$ cat src/plt_pkg.sv
package plt_pkg;

    localparam int TABLE_DEPTH = 32;
    localparam int PEER_CAPACITY = TABLE_DEPTH;
    localparam int IDX_W  = $clog2(TABLE_DEPTH);
    localparam int FILL_W = $clog2(TABLE_DEPTH + 1);

    localparam int ADDR_W = 48;
    localparam int STR_W  = 8;
    localparam int SEEN_W = 32;
    localparam int ENTRY_W = ADDR_W + STR_W + SEEN_W;

    localparam int STATUS_W = 3;

    localparam logic OP_OBSERVE = 1'b0;
    localparam logic OP_READ    = 1'b1;

    localparam logic [STATUS_W-1:0] ST_UPDATED    = 3'd0;
    localparam logic [STATUS_W-1:0] ST_INSERTED   = 3'd1;
    localparam logic [STATUS_W-1:0] ST_FULL       = 3'd2;
    localparam logic [STATUS_W-1:0] ST_READ_OK    = 3'd3;
    localparam logic [STATUS_W-1:0] ST_READ_EMPTY = 3'd4;

    typedef enum logic [2:0] {
        S_IDLE,
        S_LOOK,
        S_CMP,
        S_MISS,
        S_RDATA,
        S_DONE
    } t_state;

    typedef enum logic [2:0] {
        RES_NONE,
        RES_UPDATED,
        RES_INSERTED,
        RES_FULL,
        RES_READ_OK,
        RES_READ_EMPTY
    } t_res;

    typedef struct packed {
        logic latch;
        logic rd;
        logic idx_inc;
        logic wr_hit;
        logic wr_new;
        t_res res;
        logic load_out;
    } t_cmd;

    typedef struct packed {
        logic is_read;
        logic in_range;
        logic fill_zero;
        logic match;
        logic more;
        logic room;
        logic out_free;
    } t_stat;

endpackage

$ cat src/plt_ram.sv
module plt_ram #(
    parameter int WIDTH = 8,
    parameter int DEPTH = 32
) (
    input  logic                     i_clk,
    input  logic                     i_we,
    input  logic [$clog2(DEPTH)-1:0] i_waddr,
    input  logic [WIDTH-1:0]         i_wdata,
    input  logic                     i_re,
    input  logic [$clog2(DEPTH)-1:0] i_raddr,
    output logic [WIDTH-1:0]         o_rdata
);

    logic [WIDTH-1:0] r_mem [DEPTH];
    logic [WIDTH-1:0] r_rdata;

    always_ff @(posedge i_clk) begin
        if (i_we) begin
            r_mem[i_waddr] <= i_wdata;
        end
        if (i_re) begin
            r_rdata <= r_mem[i_raddr];
        end
    end

    assign o_rdata = r_rdata;

endmodule

$ cat src/plt_datapath.sv
module plt_datapath (
    input  logic                          i_clk,
    input  logic                          i_rst_n,
    input  plt_pkg::t_cmd                 i_cmd,
    output plt_pkg::t_stat                o_stat,
    input  logic                          i_op,
    input  logic [plt_pkg::ADDR_W-1:0]    i_addr,
    input  logic signed [plt_pkg::STR_W-1:0] i_str,
    input  logic [plt_pkg::SEEN_W-1:0]    i_seen,
    input  logic [plt_pkg::IDX_W-1:0]     i_ridx,
    input  logic                          i_out_ready,
    output logic                          o_out_valid,
    output logic [plt_pkg::STATUS_W-1:0]  o_status,
    output logic [plt_pkg::IDX_W-1:0]     o_index,
    output logic [plt_pkg::ADDR_W-1:0]    o_addr,
    output logic signed [plt_pkg::STR_W-1:0] o_str,
    output logic [plt_pkg::SEEN_W-1:0]    o_seen,
    output logic [plt_pkg::FILL_W-1:0]    o_fill
);

    // latched item
    logic                                r_op;
    logic [plt_pkg::ADDR_W-1:0]          r_addr;
    logic signed [plt_pkg::STR_W-1:0]    r_str;
    logic [plt_pkg::SEEN_W-1:0]          r_seen;
    logic [plt_pkg::IDX_W-1:0]           r_idx;
    logic [plt_pkg::FILL_W-1:0]          r_fill;

    // result under construction
    logic [plt_pkg::STATUS_W-1:0]        r_p_status;
    logic [plt_pkg::IDX_W-1:0]           r_p_index;
    logic [plt_pkg::ADDR_W-1:0]          r_p_addr;
    logic signed [plt_pkg::STR_W-1:0]    r_p_str;
    logic [plt_pkg::SEEN_W-1:0]          r_p_seen;
    logic [plt_pkg::FILL_W-1:0]          r_p_fill;

    // output register
    logic                                r_o_valid;
    logic [plt_pkg::STATUS_W-1:0]        r_o_status;
    logic [plt_pkg::IDX_W-1:0]           r_o_index;
    logic [plt_pkg::ADDR_W-1:0]          r_o_addr;
    logic signed [plt_pkg::STR_W-1:0]    r_o_str;
    logic [plt_pkg::SEEN_W-1:0]          r_o_seen;
    logic [plt_pkg::FILL_W-1:0]          r_o_fill;

    logic [plt_pkg::IDX_W-1:0]           idx_next;
    logic [plt_pkg::FILL_W-1:0]          idx_ext;
    logic [plt_pkg::FILL_W-1:0]          idx_ext_next;
    logic [plt_pkg::IDX_W-1:0]           rd_addr;
    logic [plt_pkg::IDX_W-1:0]           wr_addr;
    logic [plt_pkg::ENTRY_W-1:0]         wr_data;
    logic [plt_pkg::ENTRY_W-1:0]         rd_data;
    logic [plt_pkg::ADDR_W-1:0]          rd_entry_addr;
    logic [plt_pkg::STR_W-1:0]           rd_entry_str;
    logic [plt_pkg::SEEN_W-1:0]          rd_entry_seen;

    assign idx_next     = r_idx + 1'b1;
    assign idx_ext      = {1'b0, r_idx};
    assign idx_ext_next = idx_ext + 1'b1;
    assign rd_addr      = i_cmd.idx_inc ? idx_next : r_idx;
    assign wr_addr      = i_cmd.wr_new ? r_fill[plt_pkg::IDX_W-1:0] : r_idx;
    assign wr_data      = {r_addr, r_str, r_seen};

    assign rd_entry_addr = rd_data[plt_pkg::ENTRY_W-1 -: plt_pkg::ADDR_W];
    assign rd_entry_str  = rd_data[plt_pkg::SEEN_W +: plt_pkg::STR_W];
    assign rd_entry_seen = rd_data[plt_pkg::SEEN_W-1:0];

    plt_ram #(
        .WIDTH (plt_pkg::ENTRY_W),
        .DEPTH (plt_pkg::TABLE_DEPTH)
    ) u_ram (
        .i_clk   (i_clk),
        .i_we    (i_cmd.wr_hit | i_cmd.wr_new),
        .i_waddr (wr_addr),
        .i_wdata (wr_data),
        .i_re    (i_cmd.rd),
        .i_raddr (rd_addr),
        .o_rdata (rd_data)
    );

    always_comb begin
        o_stat.is_read   = (r_op == plt_pkg::OP_READ);
        o_stat.in_range  = (idx_ext < r_fill);
        o_stat.fill_zero = (r_fill == '0);
        o_stat.match     = (rd_entry_addr == r_addr);
        o_stat.more      = (idx_ext_next < r_fill);
        o_stat.room      = (r_fill < plt_pkg::FILL_W'(plt_pkg::TABLE_DEPTH));
        o_stat.out_free  = !r_o_valid || i_out_ready;
    end

    always_ff @(posedge i_clk) begin
        if (i_cmd.latch) begin
            r_op   <= i_op;
            r_addr <= i_addr;
            r_str  <= i_str;
            r_seen <= i_seen;
            r_idx  <= (i_op == plt_pkg::OP_READ) ? i_ridx : '0;
        end else if (i_cmd.idx_inc) begin
            r_idx <= idx_next;
        end
    end

    always_ff @(posedge i_clk) begin
        if (!i_rst_n) begin
            r_fill <= '0;
        end else if (i_cmd.wr_new) begin
            r_fill <= r_fill + 1'b1;
        end
    end

    // result fields per outcome
    always_ff @(posedge i_clk) begin
        unique case (i_cmd.res)
            plt_pkg::RES_UPDATED: begin
                r_p_status <= plt_pkg::ST_UPDATED;
                r_p_index  <= r_idx;
                r_p_addr   <= r_addr;
                r_p_str    <= r_str;
                r_p_seen   <= r_seen;
                r_p_fill   <= r_fill;
            end
            plt_pkg::RES_INSERTED: begin
                r_p_status <= plt_pkg::ST_INSERTED;
                r_p_index  <= r_fill[plt_pkg::IDX_W-1:0];
                r_p_addr   <= r_addr;
                r_p_str    <= r_str;
                r_p_seen   <= r_seen;
                r_p_fill   <= r_fill + 1'b1;
            end
            plt_pkg::RES_FULL: begin
                r_p_status <= plt_pkg::ST_FULL;
                r_p_index  <= '0;
                r_p_addr   <= '0;
                r_p_str    <= '0;
                r_p_seen   <= '0;
                r_p_fill   <= r_fill;
            end
            plt_pkg::RES_READ_OK: begin
                r_p_status <= plt_pkg::ST_READ_OK;
                r_p_index  <= r_idx;
                r_p_addr   <= rd_entry_addr;
                r_p_str    <= rd_entry_str;
                r_p_seen   <= rd_entry_seen;
                r_p_fill   <= r_fill;
            end
            plt_pkg::RES_READ_EMPTY: begin
                r_p_status <= plt_pkg::ST_READ_EMPTY;
                r_p_index  <= r_idx;
                r_p_addr   <= '0;
                r_p_str    <= '0;
                r_p_seen   <= '0;
                r_p_fill   <= r_fill;
            end
            default: begin
            end
        endcase
    end

    always_ff @(posedge i_clk) begin
        if (!i_rst_n) begin
            r_o_valid <= 1'b0;
        end else if (i_cmd.load_out) begin
            r_o_valid <= 1'b1;
        end else if (i_out_ready) begin
            r_o_valid <= 1'b0;
        end
    end

    always_ff @(posedge i_clk) begin
        if (i_cmd.load_out) begin
            r_o_status <= r_p_status;
            r_o_index  <= r_p_index;
            r_o_addr   <= r_p_addr;
            r_o_str    <= r_p_str;
            r_o_seen   <= r_p_seen;
            r_o_fill   <= r_p_fill;
        end
    end

    assign o_out_valid = r_o_valid;
    assign o_status    = r_o_status;
    assign o_index     = r_o_index;
    assign o_addr      = r_o_addr;
    assign o_str       = r_o_str;
    assign o_seen      = r_o_seen;
    assign o_fill      = r_o_fill;

endmodule

$ cat src/plt_ctrl.sv
module plt_ctrl (
    input  logic            i_clk,
    input  logic            i_rst_n,
    input  logic            i_valid,
    output logic            o_ready,
    input  plt_pkg::t_stat  i_stat,
    output plt_pkg::t_cmd   o_cmd
);

    plt_pkg::t_state r_state;
    plt_pkg::t_state n_state;

    always_ff @(posedge i_clk) begin
        if (!i_rst_n) begin
            r_state <= plt_pkg::S_IDLE;
        end else begin
            r_state <= n_state;
        end
    end

    always_comb begin
        n_state = r_state;
        unique case (r_state)
            plt_pkg::S_IDLE: begin
                if (i_valid) n_state = plt_pkg::S_LOOK;
            end
            plt_pkg::S_LOOK: begin
                if (i_stat.is_read) begin
                    n_state = i_stat.in_range ? plt_pkg::S_RDATA : plt_pkg::S_DONE;
                end else begin
                    n_state = i_stat.fill_zero ? plt_pkg::S_MISS : plt_pkg::S_CMP;
                end
            end
            plt_pkg::S_CMP: begin
                priority if (i_stat.match) n_state = plt_pkg::S_DONE;
                else if (i_stat.more)      n_state = plt_pkg::S_CMP;
                else                       n_state = plt_pkg::S_MISS;
            end
            plt_pkg::S_MISS:  n_state = plt_pkg::S_DONE;
            plt_pkg::S_RDATA: n_state = plt_pkg::S_DONE;
            plt_pkg::S_DONE: begin
                if (i_stat.out_free) n_state = plt_pkg::S_IDLE;
            end
            default: n_state = plt_pkg::S_IDLE;
        endcase
    end

    always_comb begin
        o_ready          = 1'b0;
        o_cmd.latch      = 1'b0;
        o_cmd.rd         = 1'b0;
        o_cmd.idx_inc    = 1'b0;
        o_cmd.wr_hit     = 1'b0;
        o_cmd.wr_new     = 1'b0;
        o_cmd.res        = plt_pkg::RES_NONE;
        o_cmd.load_out   = 1'b0;
        unique case (r_state)
            plt_pkg::S_IDLE: begin
                o_ready     = 1'b1;
                o_cmd.latch = i_valid;
            end
            plt_pkg::S_LOOK: begin
                if (i_stat.is_read) begin
                    if (i_stat.in_range) o_cmd.rd = 1'b1;
                    else                 o_cmd.res = plt_pkg::RES_READ_EMPTY;
                end else if (!i_stat.fill_zero) begin
                    o_cmd.rd = 1'b1;
                end
            end
            plt_pkg::S_CMP: begin
                priority if (i_stat.match) begin
                    o_cmd.wr_hit = 1'b1;
                    o_cmd.res    = plt_pkg::RES_UPDATED;
                end else if (i_stat.more) begin
                    o_cmd.rd      = 1'b1;
                    o_cmd.idx_inc = 1'b1;
                end
            end
            plt_pkg::S_MISS: begin
                if (i_stat.room) begin
                    o_cmd.wr_new = 1'b1;
                    o_cmd.res    = plt_pkg::RES_INSERTED;
                end else begin
                    o_cmd.res = plt_pkg::RES_FULL;
                end
            end
            plt_pkg::S_RDATA: o_cmd.res = plt_pkg::RES_READ_OK;
            plt_pkg::S_DONE:  o_cmd.load_out = i_stat.out_free;
            default: begin
            end
        endcase
    end

endmodule

$ cat src/peer_learning_table.sv
// learning table of heard senders, up to 32 entries held in one registered-read ram.
// an observe word (tuser = 0) scans the filled entries one per cycle; on a hit it
// rewrites that entry's strength and last-seen time, on a miss it appends a new entry
// or reports the table full; a read word (tuser = 1) returns the entry at read_index,
// or status read-empty when the index is at or above the fill count. every input word
// gives exactly one output word. entries are never removed and the fill count is
// zero after reset. a read fetches its entry from the ram for the result, or goes
// straight to the result when past the fill count; an observe compares the filled
// entries in order up to a hit or the last one, and on a miss then appends or reports
// full. one word is in flight at a time, as the lookup loop walks the single ram read
// port. the input is ready again in the cycle after the result loads, so a stalled
// output side lets one more word through to its result, which then holds off input.
module peer_learning_table (
    input  logic          i_clk,
    input  logic          i_rst_n,
    // input stream
    input  logic          i_s_axis_tvalid,
    output logic          o_s_axis_tready,
    // source_address[47:0], signal_strength[55:48], timestamp_ms[87:56],
    // read_index[92:88], zero fill [95:93]
    input  logic [95:0]   i_s_axis_tdata,
    // opcode[0]
    input  logic          i_s_axis_tuser,
    // result stream
    output logic          o_m_axis_tvalid,
    input  logic          i_m_axis_tready,
    // entry_index[4:0], entry_address[52:5], entry_strength[60:53],
    // entry_last_seen[92:61], fill_count[98:93], zero fill [103:99]
    output logic [103:0]  o_m_axis_tdata,
    // status[2:0]
    output logic [2:0]    o_m_axis_tuser
);

    plt_pkg::t_cmd   cmd;
    plt_pkg::t_stat  stat;

    logic [plt_pkg::STATUS_W-1:0]        res_status;
    logic [plt_pkg::IDX_W-1:0]           res_index;
    logic [plt_pkg::ADDR_W-1:0]          res_addr;
    logic signed [plt_pkg::STR_W-1:0]    res_str;
    logic [plt_pkg::SEEN_W-1:0]          res_seen;
    logic [plt_pkg::FILL_W-1:0]          res_fill;

    // sequencer: accept, lookup loop, write, hand off to output register
    plt_ctrl u_ctrl (
        .i_clk   (i_clk),
        .i_rst_n (i_rst_n),
        .i_valid (i_s_axis_tvalid),
        .o_ready (o_s_axis_tready),
        .i_stat  (stat),
        .o_cmd   (cmd)
    );

    // item registers, fill count, entry ram, result and output registers
    plt_datapath u_dp (
        .i_clk       (i_clk),
        .i_rst_n     (i_rst_n),
        .i_cmd       (cmd),
        .o_stat      (stat),
        .i_op        (i_s_axis_tuser),
        .i_addr      (i_s_axis_tdata[47:0]),
        .i_str       (i_s_axis_tdata[55:48]),
        .i_seen      (i_s_axis_tdata[87:56]),
        .i_ridx      (i_s_axis_tdata[92:88]),
        .i_out_ready (i_m_axis_tready),
        .o_out_valid (o_m_axis_tvalid),
        .o_status    (res_status),
        .o_index     (res_index),
        .o_addr      (res_addr),
        .o_str       (res_str),
        .o_seen      (res_seen),
        .o_fill      (res_fill)
    );

    // pack the result word, lowest field first
    assign o_m_axis_tdata = {5'b0, res_fill, res_seen, res_str, res_addr, res_index};
    assign o_m_axis_tuser = res_status;

    // one item in flight: no accept in the cycle after an accept
    a_single_item: assert property (@(posedge i_clk) disable iff (!i_rst_n)
        (i_s_axis_tvalid && o_s_axis_tready) |=> !o_s_axis_tready)
        else $error("input accepted while an item is in progress");

    // an inserted entry is always the last filled one
    a_insert_at_end: assert property (@(posedge i_clk) disable iff (!i_rst_n)
        (o_m_axis_tvalid && res_status == plt_pkg::ST_INSERTED)
            |-> ({1'b0, res_index} + 6'd1 == res_fill))
        else $error("inserted index does not match fill count");

    // dropping only happens on a full table
    a_full_only_at_depth: assert property (@(posedge i_clk) disable iff (!i_rst_n)
        (o_m_axis_tvalid && res_status == plt_pkg::ST_FULL)
            |-> (res_fill == plt_pkg::FILL_W'(plt_pkg::TABLE_DEPTH)))
        else $error("full reported below table depth");

    // fill count never exceeds the table depth and status codes stay defined
    a_fill_bound: assert property (@(posedge i_clk) disable iff (!i_rst_n)
        o_m_axis_tvalid |-> (res_fill <= plt_pkg::FILL_W'(plt_pkg::TABLE_DEPTH)
            && res_status <= plt_pkg::ST_READ_EMPTY))
        else $error("fill count or status out of range");

endmodule

$ cat config.mk
export PLATFORM = sky130hd
export DESIGN_NAME = peer_learning_table
export DESIGN_NICKNAME = d
export VERILOG_FILES = /design/src/plt_pkg.sv /design/src/plt_ram.sv /design/src/plt_datapath.sv /design/src/plt_ctrl.sv /design/src/peer_learning_table.sv
export SDC_FILE = /design/constraint.sdc
export NUM_CORES = 2
export LEC_CHECK = 0
export ABC_AREA = 0
export BUFFER_PORTS_ARGS = -buffer_cell sky130_fd_sc_hd__buf_4
export CORE_AREA = 2 2 600 721
export DETAILED_ROUTE_END_ITERATION = 8
export DIE_AREA = 0 0 602 723
export PLACE_DENSITY_LB_ADDON = 0.05
export SYNTH_ARGS = -nofsm -noshare
export SYNTH_HDL_FRONTEND = slang
export SYNTH_SLANG_ARGS = --single-unit
$ cat constraint.sdc
create_clock -name i_clk -period 11.9 [get_ports i_clk]
set_input_delay 1.785 -clock i_clk [delete_from_list [all_inputs] [get_ports i_clk]]
set_output_delay 1.785 -clock i_clk [all_outputs]
set_load 0.02 [all_outputs]
* Yosys cells after proc, flatten, opt, wreduce, memory -nomap -nowiden
Memories as Yosys holds them, arrays and structs flattened. A register that Yosys moved wholly into a read port is not among the register bits.
Cells that the tools add are included.
** Word-level totals
- Register bits after elaboration :: 308
- Latch bits :: 0
- Memory bits (writable) :: 2816
- Memory bits (read-only) :: 0
- Bits of input ports :: 101
- Output and inout port bits :: 109
- Logic and storage cells :: 96
- Memories kept :: 1
** Memories
- u_dp.u_ram.r_mem :: depth 32, bits a word 88, rd ports 1, clocked after memory_dff 1, write ports 1, RTL line plt_ram.sv:14 : logic [WIDTH-1:0] r_mem [DEPTH];
** Cells by class
- Add/subtract/negate cells :: 3
- $mul :: 0
- Divide/modulo/power cells :: 0
- $lt $le $gt $ge :: 3
- Equal/unequal tests :: 13
- Shifts and indexed selects :: 0
- Multiplexer cells :: 40
- Bitwise operators :: 1
- Reductions and logical operators :: 15
** Operators by type and width (number)
- $pmux 48 s3 :: 1
- $pmux 32 s3 :: 1
- $eq 48x48->1 :: 1
- $pmux 3 s5 :: 2
- $pmux 8 s3 :: 1
- $mux 5 :: 4
- $mux 1 :: 18
- $mux 3 :: 6
- $pmux 5 s3 :: 1
- $eq 3x2->1 const B :: 4
- $eq 3x3->1 const B :: 4
- $pmux 3 s4 :: 1
- $pmux 6 s2 :: 1
- $add 5x1->6 const B :: 1
- $add 6x1->6 const B :: 1
- $eq 3x1->1 const B :: 2
- $logic_not 6->1 :: 1
- $lt 5x6->1 :: 1
- $lt 6x6->1 :: 1
- $lt 6x6->1 const B :: 1
- $mux 2 :: 3
- $reduce_bool 3->1 :: 2
- $reduce_or 2->1 :: 3
- $add 5x1->5 const B :: 1
- 12 further kinds :: 13

* Longest topological paths before layout
- Depth after elaboration :: 8
- Mapped depth :: 19
- Depth with buffers taken out :: 14

* Hierarchy
Synthesis repeated with hierarchy kept, for this count alone.
** Second synthesis, totals
- Cells, all modules :: 5809
- Area, all modules :: 121450.2 µm²
** By module, submodules not included
- plt_ram :: instances 1, cells each 5145, area each 109699.0 µm², sequential area each 87203.6 µm²
- plt_datapath :: instances 1, cells each 618, area each 11388.4 µm², sequential area each 9038.7 µm²
- plt_ctrl :: instances 1, cells each 40, area each 321.6 µm², sequential area each 60.1 µm²
- peer_learning_table :: instances 1, cells each 6, area each 41.3 µm², sequential area each 0.0 µm²

* Worst setup path after synthesis
Ideal clock, no wire load.
- Path kind :: reg-to-reg
- From :: reg u_dp.r_fill[2] (netlist name)
- To :: reg u_dp.u_ram.r_rdata[0], in the netlist u_dp.u_ram.o_rdata[0] (read register of u_dp.u_ram.r_mem), enable pin
- Setup time :: 0.656 ns
- Arrival :: 7.704 ns
- Required time :: 11.244 ns
- Path slack :: 3.540 ns
- Stages on the path, launching flop included :: 9
- Buffers on the path :: 1
- Period minus slack after synthesis :: 8.360 ns
- Cell sequence :: dfxtp_1 clkbuf_1 inv_1 ha_1 a21o_1 a21o_1 a21oi_1 nor3b_1 o21ai_0
** RTL lines
- start, declared :: RTL line plt_datapath.sv:27 : logic [plt_pkg::FILL_W-1:0] r_fill;
- start signal, assigned :: RTL line plt_datapath.sv:107 : r_fill <= r_fill + 1'b1;
- end, declared :: RTL line plt_ram.sv:15 : logic [WIDTH-1:0] r_rdata;

* Worst setup path after layout
- From :: reg u_dp.r_addr[24] (netlist name)
- To :: reg u_dp.u_ram.r_rdata[27], in the netlist u_dp.u_ram.o_rdata[27] (read register of u_dp.u_ram.r_mem), data pin
** On the way
- Longest elaborated chain between the ends :: 4
- Elaborated cells between the ends (all ways) :: 5
- Those cells by class :: eq/ne (1); mux (4)
** RTL lines
- start, declared :: RTL line plt_datapath.sv:23 : logic [plt_pkg::ADDR_W-1:0] r_addr;
- start signal, assigned :: RTL line plt_datapath.sv:94 : r_addr <= i_addr;
- $eq 48x48->1 (*) :: RTL line plt_datapath.sv:85 : o_stat.match = (rd_entry_addr == r_addr);
- $mux 2 (*) :: RTL line plt_ctrl.sv:71 : priority if (i_stat.match) begin
- $mux 2 :: RTL line plt_ctrl.sv:57 : unique case (r_state)
- $mux 5
Mark *: on every way between the ends. The rest lies on a longest branch, timed or not.
A chain may end at the register's enable or synchronous reset.

==> qor.csv <==
metric;value;unit
num_rows;264;
cp.required;12560;ps
path_cells;buf_4, xnor2_1, nand4_1, nor4_2, nand3_1, nand3_1, nand2_4, buf_12, buf_4, a21oi_1, a221oi_1, o311ai_1, o211ai_1;
ys_types;67;
die_height;723;um
core_area;0.429;mm^2
wirelength;478000;um
p_clk_share;32.1;%
hold_viol;0;
die-area;0.435;mm^2
clockBufferDepth;4;
rr_worst_depth;13;
tightest_slew;1480;ps
seq_area_frac_synth;75.2;%
cts_sinks;3212;
leakagePower;48.2;nW
fin_util;34.6;%
swShare;34.3;%
startpoint_type;flip-flop;
grt_max_degree;152;
grtUsageTotal;21.5;%
power_density;226;mW/mm^2
routedWlPerCell;33.4;um
drtIter0Drc;7578;
critPathTopFamily;simple AND/OR/NAND/NOR gates;
p_comb_share;28.1;%
maxCapViolCount;0;
slowest_stage;nand3_1;
gp_congestion;0.733;
cts-hold-fix-buffers;0;
ios;210;
grt_pass1_wl;650000;um
path_class;flip-flop to flip-flop;
worst_hold_path.num_cells;0;
antenna_left;0;
relSlewSlack;1.43;%
p_seq_share;39.8;%
cp.buffers_inverters;3;
rsz0062_at_grt;no;
fin_crit_sh;62.0;%
synth-edff-count;3197;
antenna_found_initial;28;
layout_common_cells;edfxtp_1 (3197), nand2_1 (1339), mux2i_1 (660), buf_4 (429), clkbuf_16 (374);
intPower;0.0221;W
min_path_type;flip-flop to flip-flop;
initial_core_util;29.8;%
power.total;0.0336;W
netlist_area;0.128;mm^2
drv_slew;0;
grt_overflow;0;
numCtsBuffers;362;
synth-async-reset-ratio;0;%
cts_max_level;5;
die_x;602;um
drive_above_1_share;13.6;%
final_common_cell;edfxtp_1;
min_period;7380;ps
fmax;135;MHz
place_hpwl;236000;um
yosysWarnings;0;
synthCells;8064;
drtPass1Iterations;6;
fin_nets;8451;
clock_latency;1000;ps
path_depth;13;
peakVddDrop;206;uV
cp_max_fo;116;
vias;76600;
arrival;8050;ps
synth-seq-cells;3212;
setup_viol;0;
cts_resized;0;
syn_area_per_cell;15.9;um^2
power.net_switching;0.0115;W
status;complete, no violations;
fin_skew;60.5;ps
clk_pin_slew_worst_paths;60;ps
root_buffer;clkbuf_16;
area_growth;15.9;%
cts_tree;yes;
vias_per_cell;5.34;
cts_setup_buffers;0;
slowest_delay;950;ps
numPortBuffers;201;
first_global_vias;76100;
synth_flop_cell;edfxtp_1;
end_kind;flip-flop;
reg2reg_slack;4520;ps
drc;0;
tns;0;ps
[registers in the layout (all words and copies together), names as in the netlist, 5 cells and up]
name and flops:
u_dp.r_p_fill 6, u_dp.r_addr 48, u_dp.o_index 5, u_dp.u_ram.o_rdata 88
u_dp.r_p_seen 32, u_dp.r_fill 6, u_dp.u_ram.r_mem 2816, u_dp.r_p_index 5
u_dp.r_str 8, u_dp.r_p_addr 48, u_dp.r_seen 32, u_dp.o_addr 48
u_dp.o_fill 6, u_dp.o_str 8, u_dp.r_p_str 8, u_dp.r_idx 5
u_dp.o_seen 32
[per-layer routing]
| layer | part of all wire [%] | vias up | track usage [%] |
|---|---|---|---|
| met5 | 0.0019 | - | 0 |
| met4 | 1.9 | 2 | 4.31 |
| met3 | 4.8 | 492 | 2.44 |
| met2 | 49 | 2216 | 36.7 |
| met1 | 44 | 41300 | 29.4 |
| li1 | - | 32600 | - |
[cell usage after synthesis, types with 12 or more instances]
cell type / n / area (um^2)
buf_2: 169 / 846
o22ai_1: 70 / 438
nor4_1: 18 / 113
a21oi_1: 299 / 1500
nand2b_1: 12 / 75.1
buf_1: 70 / 263
nor3_1: 67 / 335
a211oi_1: 19 / 143
a32oi_1: 73 / 639
clkbuf_1: 305 / 1140
xnor2_1: 61 / 534
o311ai_1: 22 / 193
nor2_1: 78 / 293
nand4_1: 71 / 444
o21ai_0: 89 / 445
ha_1: 12 / 150
o221ai_1: 139 / 1220
a221o_1: 27 / 270
o211ai_1: 95 / 713
a22oi_1: 57 / 428
and3_1: 12 / 75.1
edfxtp_1: 3197 / 96000
mux4_2: 131 / 2950
a31oi_1: 185 / 1160
mux2i_1: 660 / 6610
mux2_2: 22 / 248
dfxtp_1: 15 / 300
o31ai_1: 16 / 120
a32o_1: 26 / 260
a221oi_1: 226 / 1980
nand3_1: 271 / 1360
nand2_1: 1345 / 5050
buf_4: 14 / 105
a22o_1: 107 / 937
[worst paths after layout]
check                                       start                endpoint
worst max register to register    u_dp.r_addr[24]  u_dp.u_ram.o_rdata[27]
worst min register to register  u_dp.r_p_addr[38]         u_dp.o_addr[38]
worst max-delay path              u_dp.r_addr[24]  u_dp.u_ram.o_rdata[27]
worst min-delay path            u_dp.r_p_addr[38]         u_dp.o_addr[38]
[cell type report]
cell class | count | area, um^2
fillers | 40900 | 281000
flip-flops and latches | 3212 | 96300
multi-input cells | 4283 | 29800
clock buffers | 464 | 9700
well taps | 5719 | 7160
repair buffers | 467 | 3980
clock inverters | 173 | 1350
inverters | 12 | 52.6
diodes | 8 | 20.0
[power by group through the flow]
stage	registers [W]	logic, W	clock network (W)
after floorplan	0.0137	0.00554	0
after global placement	0.0136	0.00955	0
after detailed placement	0.0136	0.00961	0
after CTS	0.0134	0.00963	0.0111
after global routing	0.0134	0.0101	0.0115
final	0.0134	0.00945	0.0108
[kinds of logic after synthesis]
kind of cell    Yosys count  share of synthesized area (%)
other cells               1                        0.00293
compound gates         1479                           8.34
fa+ha+maj                12                          0.117
buf+inv                 573                           1.90
mux                     815                           7.68
xor+xnor                 61                          0.417
simple gates           1911                           6.28
flops                  3212                           75.2
[through the flow]
stage | hold WS [ps] | worst slack (ps) | instances | area (um^2)
6_report | 393 | 4520 | 14300 | 148000
5_1_grt | 421 | 4260 | 14300 | 148000
4_1_cts | 398 | 4460 | 14300 | 148000
3_3_place_gp | 402 | 4560 | 13700 | 137000
2_1_floorplan | 400 | 3540 | 8068 | 128000
3_5_place_dp | 405 | 4520 | 13700 | 137000
No activity file was read; power rests on OpenSTA's default activity.
